<file path="src/rtl/core/aqp_pkg.sv">
package aqp_pkg;

  // Characters the parser reacts to.
  localparam logic [7:0] CH_NUL   = 8'h00;
  localparam logic [7:0] CH_SPACE = 8'h20;
  localparam logic [7:0] CH_COMMA = 8'h2c;
  localparam logic [7:0] CH_POINT = 8'h2e;
  localparam logic [7:0] CH_ZERO  = 8'h30;
  localparam logic [7:0] CH_NINE  = 8'h39;
  localparam logic [7:0] CH_SEMI  = 8'h3b;
  localparam logic [7:0] CH_EQUAL = 8'h3d;
  localparam logic [7:0] CH_Q     = 8'h71;

  localparam logic [9:0] FULL_WEIGHT = 10'd1000;
  localparam logic [1:0] MAX_FRAC    = 2'd3;

  typedef enum logic [3:0] {
    PH_NOT_STARTED,
    PH_VALUE,
    PH_VALUE_SPACES,
    PH_SEMI,
    PH_Q_SEEN,
    PH_EQ_SEEN,
    PH_PRE_WEIGHT,
    PH_WEIGHT,
    PH_POST_WEIGHT,
    PH_END,
    PH_ERROR
  } phase_t;

  typedef enum logic [1:0] {
    KIND_BYTE,
    KIND_ELEM,
    KIND_ERROR
  } kind_t;

  typedef struct packed {
    logic [9:0] accum;
    logic       point_seen;
    logic [1:0] frac_digits;
    logic       digit_seen;
  } weight_st_t;

  localparam weight_st_t WEIGHT_CLEAR = '{accum: 10'd0, point_seen: 1'b0,
                                          frac_digits: 2'd0, digit_seen: 1'b0};

  typedef struct packed {
    phase_t     phase;
    weight_st_t wt;
  } parse_st_t;

  typedef struct packed {
    kind_t      kind;
    logic [7:0] value_byte;
    logic [9:0] weight;
    logic       list_done;
  } result_t;

  // Place value of the next fraction digit, in thousandths.
  function automatic logic [6:0] frac_scale(input logic [1:0] idx);
    logic [6:0] s;
    case (idx)
      2'd0:    s = 7'd100;
      2'd1:    s = 7'd10;
      default: s = 7'd1;
    endcase
    return s;
  endfunction

endpackage

</file>
<file path="src/rtl/core/accept_header_qvalue_parser.sv">
// Channel   Ports                                          Direction
// input     in_valid, in_ready, in_byte_in                 one header byte per word, in
// result    out_valid, out_ready, out_kind, out_value_byte,
//           out_weight, out_list_done                      zero or one word per byte, out
//
// One byte per clock is sustained while the output is not stalled. A byte is held in the input
// register, where the parse step runs, and its result word is loaded into the output
// register when the byte is consumed, which a stalled output can hold back.
// Reset (rst_n low, synchronous) empties both registers and returns the parser
// to the start of a list. A stalled output only holds the input register when
// the byte there would produce a word; bytes that produce nothing keep flowing.
module accept_header_qvalue_parser
  import aqp_pkg::*;
(
  input  logic       clk,
  input  logic       rst_n,
  input  logic       in_valid,
  output logic       in_ready,
  input  logic [7:0] in_byte_in,
  output logic       out_valid,
  input  logic       out_ready,
  output logic [1:0] out_kind,
  output logic [7:0] out_value_byte,
  output logic [9:0] out_weight,
  output logic       out_list_done
);

  logic       in_valid_r;
  logic [7:0] in_byte_r;
  parse_st_t  st_r;
  parse_st_t  st_nxt;
  logic       out_valid_r;
  result_t    res_r;
  result_t    res_nxt;
  logic       emit;
  logic       out_free;
  logic       consume;

  aqp_step u_step (
    .char_in (in_byte_r),
    .st      (st_r),
    .st_nxt  (st_nxt),
    .emit    (emit),
    .res     (res_nxt)
  );

  assign out_free = !out_valid_r || out_ready;
  assign consume  = in_valid_r && (!emit || out_free);
  assign in_ready = !in_valid_r || consume;

  always_ff @(posedge clk) begin
    if (!rst_n) begin
      in_valid_r  <= 1'b0;
      out_valid_r <= 1'b0;
      st_r        <= '{phase: PH_NOT_STARTED, wt: WEIGHT_CLEAR};
    end else begin
      if (in_ready) in_valid_r <= in_valid;
      if (consume) st_r <= st_nxt;
      if (consume && emit) begin
        out_valid_r <= 1'b1;
      end else if (out_ready) begin
        out_valid_r <= 1'b0;
      end
    end
  end

  always_ff @(posedge clk) begin
    if (in_ready && in_valid) in_byte_r <= in_byte_in;
    if (consume && emit) res_r <= res_nxt;
  end

  assign out_valid      = out_valid_r;
  assign out_kind       = res_r.kind;
  assign out_value_byte = res_r.value_byte;
  assign out_weight     = res_r.weight;
  assign out_list_done  = res_r.list_done;

endmodule

</file>
<file path="src/rtl/core/aqp_weight.sv">
module aqp_weight
  import aqp_pkg::*;
(
  input  logic [7:0] char_in,
  input  weight_st_t wt,
  output weight_st_t wt_nxt,
  output logic       take_ok
);

  logic        is_digit;
  logic [3:0]  digit;
  logic [14:0] int_sum;
  logic [14:0] frac_sum;
  logic [14:0] t;

  assign is_digit = (char_in >= CH_ZERO) && (char_in <= CH_NINE);
  assign digit    = 4'(char_in - CH_ZERO);
  assign int_sum  = 15'(wt.accum) * 15'd10 + 15'(digit) * 15'(FULL_WEIGHT);
  assign frac_sum = 15'(wt.accum) + 15'(digit) * 15'(frac_scale(wt.frac_digits));

  always_comb begin
    wt_nxt  = wt;
    take_ok = 1'b0;
    t       = 15'(wt.accum);
    if (is_digit) begin
      take_ok = 1'b1;
      if (!wt.point_seen) begin
        t = int_sum;
      end else if (wt.frac_digits < MAX_FRAC) begin
        // Digits past the third decimal are dropped.
        t = frac_sum;
        wt_nxt.frac_digits = wt.frac_digits + 2'd1;
      end
      wt_nxt.accum      = (t > 15'(FULL_WEIGHT)) ? FULL_WEIGHT : t[9:0];
      wt_nxt.digit_seen = 1'b1;
    end else if (char_in == CH_POINT && !wt.point_seen) begin
      take_ok           = 1'b1;
      wt_nxt.point_seen = 1'b1;
    end
  end

endmodule

</file>
<file path="src/rtl/core/aqp_step.sv">
module aqp_step
  import aqp_pkg::*;
(
  input  logic [7:0] char_in,
  input  parse_st_t  st,
  output parse_st_t  st_nxt,
  output logic       emit,
  output result_t    res
);

  weight_st_t wt_take;
  logic       take_ok;
  logic       is_sep;

  aqp_weight u_weight (
    .char_in (char_in),
    .wt      (st.wt),
    .wt_nxt  (wt_take),
    .take_ok (take_ok)
  );

  assign is_sep = (char_in == CH_SPACE) || (char_in == CH_COMMA) || (char_in == CH_NUL);

  // Next parse state.
  always_comb begin
    st_nxt = st;
    case (st.phase)
      PH_NOT_STARTED, PH_VALUE, PH_VALUE_SPACES: begin
        if (char_in == CH_SPACE) begin
          if (st.phase != PH_NOT_STARTED) st_nxt.phase = PH_VALUE_SPACES;
        end else if (char_in == CH_COMMA) begin
          st_nxt = '{phase: PH_NOT_STARTED, wt: WEIGHT_CLEAR};
        end else if (char_in == CH_SEMI) begin
          st_nxt = '{phase: PH_SEMI, wt: WEIGHT_CLEAR};
        end else if (char_in == CH_NUL) begin
          st_nxt = '{phase: PH_END, wt: WEIGHT_CLEAR};
        end else begin
          st_nxt.phase = PH_VALUE;
        end
      end
      PH_SEMI: begin
        if (char_in == CH_Q) begin
          st_nxt.phase = PH_Q_SEEN;
        end else if (char_in != CH_SPACE) begin
          st_nxt = '{phase: PH_ERROR, wt: WEIGHT_CLEAR};
        end
      end
      PH_Q_SEEN: begin
        if (char_in == CH_EQUAL) begin
          st_nxt.phase = PH_EQ_SEEN;
        end else begin
          st_nxt = '{phase: PH_ERROR, wt: WEIGHT_CLEAR};
        end
      end
      PH_EQ_SEEN, PH_PRE_WEIGHT: begin
        if (char_in == CH_SPACE) begin
          st_nxt.phase = PH_PRE_WEIGHT;
        end else if (take_ok) begin
          st_nxt = '{phase: PH_WEIGHT, wt: wt_take};
        end else begin
          st_nxt = '{phase: PH_ERROR, wt: WEIGHT_CLEAR};
        end
      end
      PH_WEIGHT: begin
        if (is_sep) begin
          if (!st.wt.digit_seen) begin
            st_nxt = '{phase: PH_ERROR, wt: WEIGHT_CLEAR};
          end else if (char_in == CH_SPACE) begin
            st_nxt = '{phase: PH_POST_WEIGHT, wt: WEIGHT_CLEAR};
          end else if (char_in == CH_COMMA) begin
            st_nxt = '{phase: PH_NOT_STARTED, wt: WEIGHT_CLEAR};
          end else begin
            st_nxt = '{phase: PH_END, wt: WEIGHT_CLEAR};
          end
        end else if (take_ok) begin
          st_nxt.wt = wt_take;
        end else begin
          st_nxt = '{phase: PH_ERROR, wt: WEIGHT_CLEAR};
        end
      end
      PH_POST_WEIGHT: begin
        if (char_in == CH_COMMA) begin
          st_nxt.phase = PH_NOT_STARTED;
        end else if (char_in != CH_SPACE) begin
          st_nxt = '{phase: PH_ERROR, wt: WEIGHT_CLEAR};
        end
      end
      default: begin
        // End of list and error both swallow every byte.
        st_nxt = st;
      end
    endcase
  end

  // Result word for this byte, if any.
  always_comb begin
    emit = 1'b0;
    res  = '{kind: KIND_BYTE, value_byte: 8'd0, weight: 10'd0, list_done: 1'b0};
    case (st.phase)
      PH_NOT_STARTED, PH_VALUE, PH_VALUE_SPACES: begin
        if (char_in == CH_COMMA || char_in == CH_NUL) begin
          emit          = 1'b1;
          res.kind      = KIND_ELEM;
          res.weight    = FULL_WEIGHT;
          res.list_done = (char_in == CH_NUL);
        end else if (char_in != CH_SPACE && char_in != CH_SEMI) begin
          emit           = 1'b1;
          res.value_byte = char_in;
        end
      end
      PH_SEMI: begin
        if (char_in != CH_SPACE && char_in != CH_Q) begin
          emit     = 1'b1;
          res.kind = KIND_ERROR;
        end
      end
      PH_Q_SEEN: begin
        if (char_in != CH_EQUAL) begin
          emit     = 1'b1;
          res.kind = KIND_ERROR;
        end
      end
      PH_EQ_SEEN, PH_PRE_WEIGHT: begin
        if (char_in != CH_SPACE && !take_ok) begin
          emit     = 1'b1;
          res.kind = KIND_ERROR;
        end
      end
      PH_WEIGHT: begin
        if (is_sep) begin
          emit = 1'b1;
          if (!st.wt.digit_seen) begin
            res.kind = KIND_ERROR;
          end else begin
            res.kind      = KIND_ELEM;
            res.weight    = st.wt.accum;
            res.list_done = (char_in == CH_NUL);
          end
        end else if (!take_ok) begin
          emit     = 1'b1;
          res.kind = KIND_ERROR;
        end
      end
      PH_POST_WEIGHT: begin
        if (char_in != CH_SPACE && char_in != CH_COMMA) begin
          emit     = 1'b1;
          res.kind = KIND_ERROR;
        end
      end
      default: begin
        emit = 1'b0;
      end
    endcase
  end

endmodule

</file>
<file path="config.mk">
export PLATFORM = sky130hd
export DESIGN_NAME = accept_header_qvalue_parser
export DESIGN_NICKNAME = d
export VERILOG_FILES = /design/src/rtl/core/aqp_pkg.sv /design/src/rtl/core/accept_header_qvalue_parser.sv /design/src/rtl/core/aqp_weight.sv /design/src/rtl/core/aqp_step.sv
export SDC_FILE = /design/constraint.sdc
export NUM_CORES = 1
export LEC_CHECK = 0
export ABC_AREA = 1
export ABC_CLOCK_PERIOD_IN_PS = 3900
export BUFFER_PORTS_ARGS = -buffer_cell sky130_fd_sc_hd__buf_4
export CORE_MARGIN = 3
export CORE_UTILIZATION = 57
export DETAILED_ROUTE_END_ITERATION = 16
export HOLD_SLACK_MARGIN = 0.1
export PLACE_DENSITY = 0.83
export SLEW_MARGIN = 20
export SYNTH_ARGS = -nofsm -noshare
export SYNTH_HDL_FRONTEND = slang
export SYNTH_SLANG_ARGS = --single-unit
</file>
<file path="constraint.sdc">
create_clock -name clk -period 3.9 [get_ports clk]
set_input_delay 0 -clock clk [delete_from_list [all_inputs] [get_ports clk]]
set_output_delay 0 -clock clk [all_outputs]
set_load 0.05 [all_outputs]
</file>
==> results of run 1 <==
registers in the layout, indices dropped and copies added, names as in the netlist:
register	flops
out_kind	2
in_valid_r	1
out_value_byte	8
st_r	18
in_byte_r	8
out_weight	10
out_list_done	1
out_valid	1
synth_stat cells, types with 6 or more instances:
cell      instances
nor3_1            8
o21ai_0          27
ha_1             68
edfxtp_1         29
inv_1           155
xnor2_1           8
fa_1             23
nand2_1         201
o31ai_1           7
a21oi_2           6
clkbuf_1          6
dfxtp_1          20
nand3_1          66
nor2_1           68
nand4_1           6
a21oi_1          50
cells by family after synthesis:
group | count (synthesis) | synth area share
buffers and inverters | 169 | 0.116
AOI/OAI and AO/OA | 104 | 0.108
adders and majority gates | 91 | 0.236
DFF | 49 | 0.229
xor gates and xnor gates | 13 | 0.0205
and+or+nand+nor | 372 | 0.290
where the power goes:
group	leakage, uW	internal [uW]	total (uW)	switching [uW]
clock	0.0000445	128	317	189
combinational	0.00307	368	890	523
sequential	0.000453	574	584	10.6
total	0.00357	1070	1790	723
worst paths after layout:
| kind | start | endpoint | slack (ns) | depth (start not counted) |
|---|---|---|---|---|
| setup / recovery | in_byte_r[2] | st_r[13] | -0.36 | 25 |
| setup reg to reg | in_byte_r[2] | st_r[13] | -0.36 | 25 |
| hold reg to reg | st_r[0] | st_r[0] | 0.48 | 2 |
| hold / removal | in_byte_in[4] | in_byte_r[4] | 0.40 | 2 |
layout make-up:
cell class                      count  area, um2
Multi-Input combinational cell    582       4000
Sequential cell                    49       1270
Clock inverter                      3       21.3
Inverter                          159        601
Fill cell                         743       2320
Tap cell                          129        161
Timing Repair Buffer              113        887
Clock buffer                        5       68.8
through the flow:
stage | utilization | power, uW | instances
6_report | 0.751 | 1790 | 1040
5_1_grt | 0.751 | 1900 | 1040
4_1_cts | 0.722 | 1670 | 1037
3_5_place_dp | 0.687 | 1320 | 1012
3_3_place_gp | 0.687 | 1300 | 1012
2_1_floorplan | - | 1070 | 798
metal layers:
layer,GRT usage,up-vias,share of wire
li1,-,2773,-
met1,0.345,2656,0.41
met2,0.491,238,0.49
met3,0.0525,51,0.071
met4,0.104,0,0.035
met5,0,-,0
repair_timing:
| item | CTS | global route |
|---|---|---|
| hold buffers | 11 | 0 |
| resized for setup | 17 | 64 |
| pin swaps | 23 | 55 |
| hold endpoints to repair | 14 | 0 |
| setup endpoints to repair | 10 | 10 |
| buffers inserted | 4 | 3 |
| gates cloned | 2 | 0 |
==> flow_metrics.env, run 1 <==
export IMPL_period_minus_slack_ns=4.26
export IMPL_critPathTopFamily="adder cells"
export IMPL_slowest_stage="fa_2"
export IMPL_arrival_ns=4.43
export IMPL_drtPass1Iterations=6
export IMPL_n_antenna_cell=0
export IMPL_ys_ff_latch=49
export IMPL_drive_gt1_frac=0.235
export IMPL_drv_cap=0
export IMPL_yosysSeqAreaShare=0.229
export IMPL_syn_avg_cell_area_um2=6.95
export IMPL_finalCritPeriodShare=1.09
export IMPL_cts_sinks=49
export IMPL_relSlewSlack=0.509
export IMPL_status="complete, but fails checks"
export IMPL_critPathBufInv=1
export IMPL_wl_um=16000
export IMPL_final_cell_mix="183 x nand2_1, 148 x inv_1, 99 x buf_4"
export IMPL_synth_area_leader_cell="edfxtp_1"
export IMPL_synth_edff_count=29
export IMPL_final_common_cell="nand2_1"
export IMPL_worst_slew_pin_slew_ns=0.736
export IMPL_power_density_nw_per_um2=256
export IMPL_crit_path_max_fanout=5
export IMPL_root_buffer="clkbuf_8"
export IMPL_place_port_buffers=34
export IMPL_power_leakage_uw=0.00357
export IMPL_worst_clock_skew_ns=0.0157
export IMPL_num_rows=35
export IMPL_fin_setup_tns_ns=-3.30
export IMPL_place_area_um2=6410
export IMPL_drt_iter0_drc=532
export IMPL_hold_viol_final=0
export IMPL_holdWs_ns=0.398
export IMPL_hold_path_class="primary input to flip-flop"
export IMPL_htree_levels=2
export IMPL_final_nets=1013
export IMPL_die_w_um=105
export IMPL_die_area_um2=11000
export IMPL_antenna_found_initial=0
export IMPL_syn_area_um2=5550
export IMPL_synthArstFlopShare=0
export IMPL_place_ws_ns=-0.444
export IMPL_num_io_pins=35
export IMPL_setup_slack_ns=-0.356
export IMPL_vias=5718
export IMPL_wl_per_cell_um=15.4
export IMPL_first_global_vias=5558
export IMPL_synth_ff_type="edfxtp_1"
export IMPL_required_ns=4.08
export IMPL_vdd_drop_max_mv=0.202
export IMPL_core_um2=9330
export IMPL_synthTopCellsByArea="edfxtp_1 16%, ha_1 15%, nand2_1 14%, inv_1 10%, fa_1 8.3%"
export IMPL_clockBufferDepth=2
export IMPL_gr_total_overflow=0
export IMPL_crit_path_end_kind="flip-flop"
export IMPL_track_usage=0.281
export IMPL_clock_latency_ns=0.31
export IMPL_cts_clk_slew_worst_paths_ns=0.10
export IMPL_crit_top_cell="nand2_1"
export IMPL_path_class="flip-flop to flip-flop"
export IMPL_cts_buffers_inserted=5
export IMPL_syn_to_final_growth_pct=26.3
export IMPL_maxSlewViolCount=0
export IMPL_final_antenna_net_count=0
export IMPL_vias_per_cell=5.50
export IMPL_place_hpwl_um=12100
export IMPL_finish_instance_area_um2=7010
export IMPL_critPathMaxStageDelay_ns=0.61
export IMPL_report_final_setup_viol=10
export IMPL_initial_utilization=0.595
export IMPL_start_kind="flip-flop"
export IMPL_place_gp_congestion=0.965
export IMPL_rsz0062_at_grt="yes"
export IMPL_violations="negative setup slack"
export IMPL_yosysTopAreaCellShare=0.157
export IMPL_die_h_um=105
export IMPL_syn_num_nets=901
export IMPL_grt_max_degree=23
export IMPL_ys_warn_count=0
export IMPL_drc=0
export IMPL_max_freq_mhz=235
export IMPL_cts_tree="yes"
export IMPL_grt_pass1_wl_um=25400
export IMPL_ys_types=41
export IMPL_synthCells=798
Note: power is estimated with default switching activity, not from simulation.
==> run 2: changes to the inputs <==
--- a/config.mk
+++ b/config.mk
@@ -6,14 +6,15 @@
 export NUM_CORES = 1
 export LEC_CHECK = 0
 export ABC_AREA = 1
-export ABC_CLOCK_PERIOD_IN_PS = 3900
+export ABC_CLOCK_PERIOD_IN_PS = 4100
 export BUFFER_PORTS_ARGS = -buffer_cell sky130_fd_sc_hd__buf_4
 export CORE_MARGIN = 3
-export CORE_UTILIZATION = 57
+export CORE_UTILIZATION = 64
 export DETAILED_ROUTE_END_ITERATION = 16
 export HOLD_SLACK_MARGIN = 0.1
-export PLACE_DENSITY = 0.83
+export PLACE_DENSITY = 0.87
 export SLEW_MARGIN = 20
 export SYNTH_ARGS = -nofsm -noshare
 export SYNTH_HDL_FRONTEND = slang
+export SYNTH_HIERARCHICAL = 1
 export SYNTH_SLANG_ARGS = --single-unit
==> constraint.sdc (replaced) <==
create_clock -name clk -period 4.1 [get_ports clk]
set_input_delay 0 -clock clk [delete_from_list [all_inputs] [get_ports clk]]
set_output_delay 0 -clock clk [all_outputs]
set_load 0.05 [all_outputs]
==> run 2 against run 1 <==
  * The run still ends with negative setup slack left
  * Count of clock-buffer cells in the layout unchanged
  * Hold slack got worse by 0.0018 ns
  * Design area grew 6.2%
  * Critical endpoint is now st_r[12]
  * Largest power group unchanged
  * Core utilization rose by 3.5 points
==> flow_metrics.env, run 2 <==
export IMPL_drive_gt1_frac=0.197
export IMPL_hold_viol_final=0
export IMPL_yosysTopAreaCellShare=0.136
export IMPL_drc=0
export IMPL_synthArstFlopShare=0
export IMPL_power_frac_clock=0.123
export IMPL_die_area_um2=11200
export IMPL_netlist_top_cells_count="231 x nand2_1, 197 x inv_1, 87 x nor2_1"
export IMPL_root_buffer="clkbuf_8"
export IMPL_period_minus_slack_ns=4.50
export IMPL_place_area_um2=7100
export IMPL_grt_max_degree=40
export IMPL_clockBufferDepth=2
export IMPL_top_register="st_r"
export IMPL_rsz0062_at_grt="yes"
export IMPL_required_ns=4.35
export IMPL_final_cell_mix="227 x nand2_1, 194 x inv_1, 95 x buf_4"
export IMPL_synth_ff_type="edfxtp_1"
export IMPL_place_port_buffers=34
export IMPL_syn_avg_cell_area_um2=6.79
export IMPL_ys_ff_latch=49
export IMPL_vdd_drop_max_mv=0.183
export IMPL_seq_power_share=0.242
export IMPL_die_h_um=106
export IMPL_n_antenna_cell=0
export IMPL_power_leakage_uw=0.00407
export IMPL_r2r_slack_ns=-0.40
export IMPL_final_antenna_net_count=0
export IMPL_die_w_um=106
export IMPL_worst_slew_pin_slew_ns=0.460
export IMPL_place_gp_congestion=0.920
export IMPL_clock_latency_ns=0.31
export IMPL_yosysSeqAreaShare=0.199
export IMPL_reg2reg_to="st_r[12]"
export IMPL_drtPass1Iterations=5
export IMPL_max_freq_mhz=222
export IMPL_switchingPower_uw=1120
export IMPL_synth_edff_count=29
export IMPL_gr_total_overflow=0
export IMPL_arrival_ns=4.74
export IMPL_use_met1=0.370
export IMPL_drv_cap=0
export IMPL_vias_per_cell=5.44
export IMPL_antenna_found_initial=0
export IMPL_ys_warn_count=6
export IMPL_num_rows=35
export IMPL_rr_worst_depth=27
export IMPL_min_to="in_byte_r[1]"
export IMPL_finalCritPeriodShare=1.10
export IMPL_cts_clk_slew_worst_paths_ns=0.10
export IMPL_power_uw=2410
export IMPL_maxSlewViolCount=0
export IMPL_hold_path_class="primary input to flip-flop"
export IMPL_holdPathStages=2
export IMPL_drt_iter0_drc=440
export IMPL_start_kind="flip-flop"
export IMPL_cts_sinks=49
export IMPL_grt_pass1_wl_um=27900
export IMPL_combPwrFrac=0.635
export IMPL_report_final_setup_viol=10
export IMPL_track_usage=0.306
export IMPL_synthTopCellsByArea="edfxtp_1 14%, nand2_1 14%, ha_1 13%, inv_1 12%, fa_1 7.2%"
export IMPL_busiest_layer="met2"
export IMPL_yosysMostFrequentCell="nand2_1"
export IMPL_vias=6354
export IMPL_holdWs_ns=0.397
export IMPL_synthCells=940
export IMPL_syn_area_um2=6380
export IMPL_internal_power_uw=1290
export IMPL_finalNonFillerCells=1168
export IMPL_initial_utilization=0.675
export IMPL_power_share_switching=0.465
export IMPL_grt_use_met2=0.532
export IMPL_hp_start="in_byte_in[1]"
export IMPL_grt_use_met3=0.0502
export IMPL_core_um2=9460
export IMPL_setup_slack_ns=-0.396
export IMPL_r2r_start="in_byte_r[3]"
export IMPL_final_nets=1140
export IMPL_syn_num_nets=1042
export IMPL_largest_reg_flops=18
export IMPL_crit_path_max_fanout=5
export IMPL_status="complete, but fails checks"
export IMPL_wl_um=16600
export IMPL_wl_per_cell_um=14.2
export IMPL_path_class="flip-flop to flip-flop"
export IMPL_first_global_vias=6166
export IMPL_finish_instance_area_um2=7440
export IMPL_worst_clock_skew_ns=0.00641
export IMPL_crit_path_end_kind="flip-flop"
export IMPL_dpl_cell_count=1143
export IMPL_violations="negative setup slack"
export IMPL_synth_area_leader_cell="edfxtp_1"
export IMPL_final_common_cell="nand2_1"
export IMPL_place_hpwl_um=12400
export IMPL_ys_types=46
export IMPL_syn_to_final_growth_pct=16.6
export IMPL_cts_tree="yes"
export IMPL_relSlewSlack=0.693
export IMPL_num_io_pins=35
export IMPL_cts_buffers_inserted=5
export IMPL_power_density_nw_per_um2=324
export IMPL_htree_levels=2
-- run 2: timing repair --
item	in CTS	in global routing
pin swaps	16	6
cloned	1	0
hold buffers	13	0
buffers inserted	3	0
gates resized for setup	17	7
setup endpoints to repair	10	10
endpoints found under the hold margin	28	0
-- run 2: worst max-delay path by stage --
stage | startpoint | end | slack (ns) | cells after the start
floorplan | in_byte_r[2] | st_r[10] | -0.15 | 32
global placement | in_byte_r[2] | st_r[9] | -0.17 | 29
detailed placement | in_byte_r[2] | st_r[12] | -0.38 | 26
CTS | in_byte_r[1] | st_r[4] | -0.27 | 31
global route | in_byte_r[3] | st_r[9] | -0.65 | 32
finish | in_byte_r[3] | st_r[12] | -0.40 | 27
-- run 2: critical path: stages (launching register included) --
cell	delay, ns
edfxtp_1	0.45
fa_2	0.63
inv_2	0.06
fa_1	0.49
inv_2	0.05
ha_4	0.29
nand3_2	0.09
a21o_1	0.20
nand2_1	0.07
nand2_1	0.05
nand2_1	0.10
xor2_1	0.18
ha_1	0.29
inv_2	0.08
o21bai_1	0.06
nor2_1	0.11
nand3_1	0.10
o21ai_1	0.13
nor2_1	0.07
nand2_2	0.14
nand2_4	0.10
a22oi_2	0.20
nand2_1	0.11
nand2_1	0.09
inv_1	0.06
nand3_2	0.07
nand2_1	0.07
nor2_1	0.10
-- run 2: power groups by stage --
stage / registers [uW] / logic (uW) / clock network (uW)
after detailed placement: 595 / 1400 / 0
after global routing: 589 / 1710 / 314
after floorplan: 645 / 937 / 0
after CTS: 584 / 1500 / 290
after global placement: 594 / 1360 / 0
final: 585 / 1530 / 296
-- run 2: area by class of cell --
cell class	instances	area, um2
Inverter	208	783
Clock buffer	5	68.8
Timing Repair Buffer	108	843
Fill cell	704	2020
Tap cell	129	161
Sequential cell	49	1270
Clock inverter	3	17.5
Multi-Input combinational cell	666	4300
-- run 2: metal layers --
| metal | vias up | share of wire | wire length, um |
|---|---|---|---|
| met5 | - | 0 | 0 |
| met4 | 0 | 0.043 | 719 |
| met3 | 66 | 0.075 | 1250 |
| met2 | 275 | 0.47 | 7860 |
| met1 | 2883 | 0.41 | 6740 |
| li1 | 3130 | - | - |
-- run 2: cell families after synthesis --
family | share of synthesized area
fa+ha+maj | 0.204
buf+inv | 0.147
simple gates | 0.331
compound gates | 0.101
flops | 0.199
xor+xnor | 0.0178
-- run 2: per-stage QoR --
stage / TNS, ns / utilization / worst slack (ns)
final: -3.31 / 0.787 / -0.396
after global routing: -6.03 / 0.787 / -0.648
after CTS: -2.42 / 0.784 / -0.267
after detailed placement: -3.40 / 0.751 / -0.383
after global placement: -1.50 / 0.751 / -0.173
after floorplan: -1.10 / - / -0.150
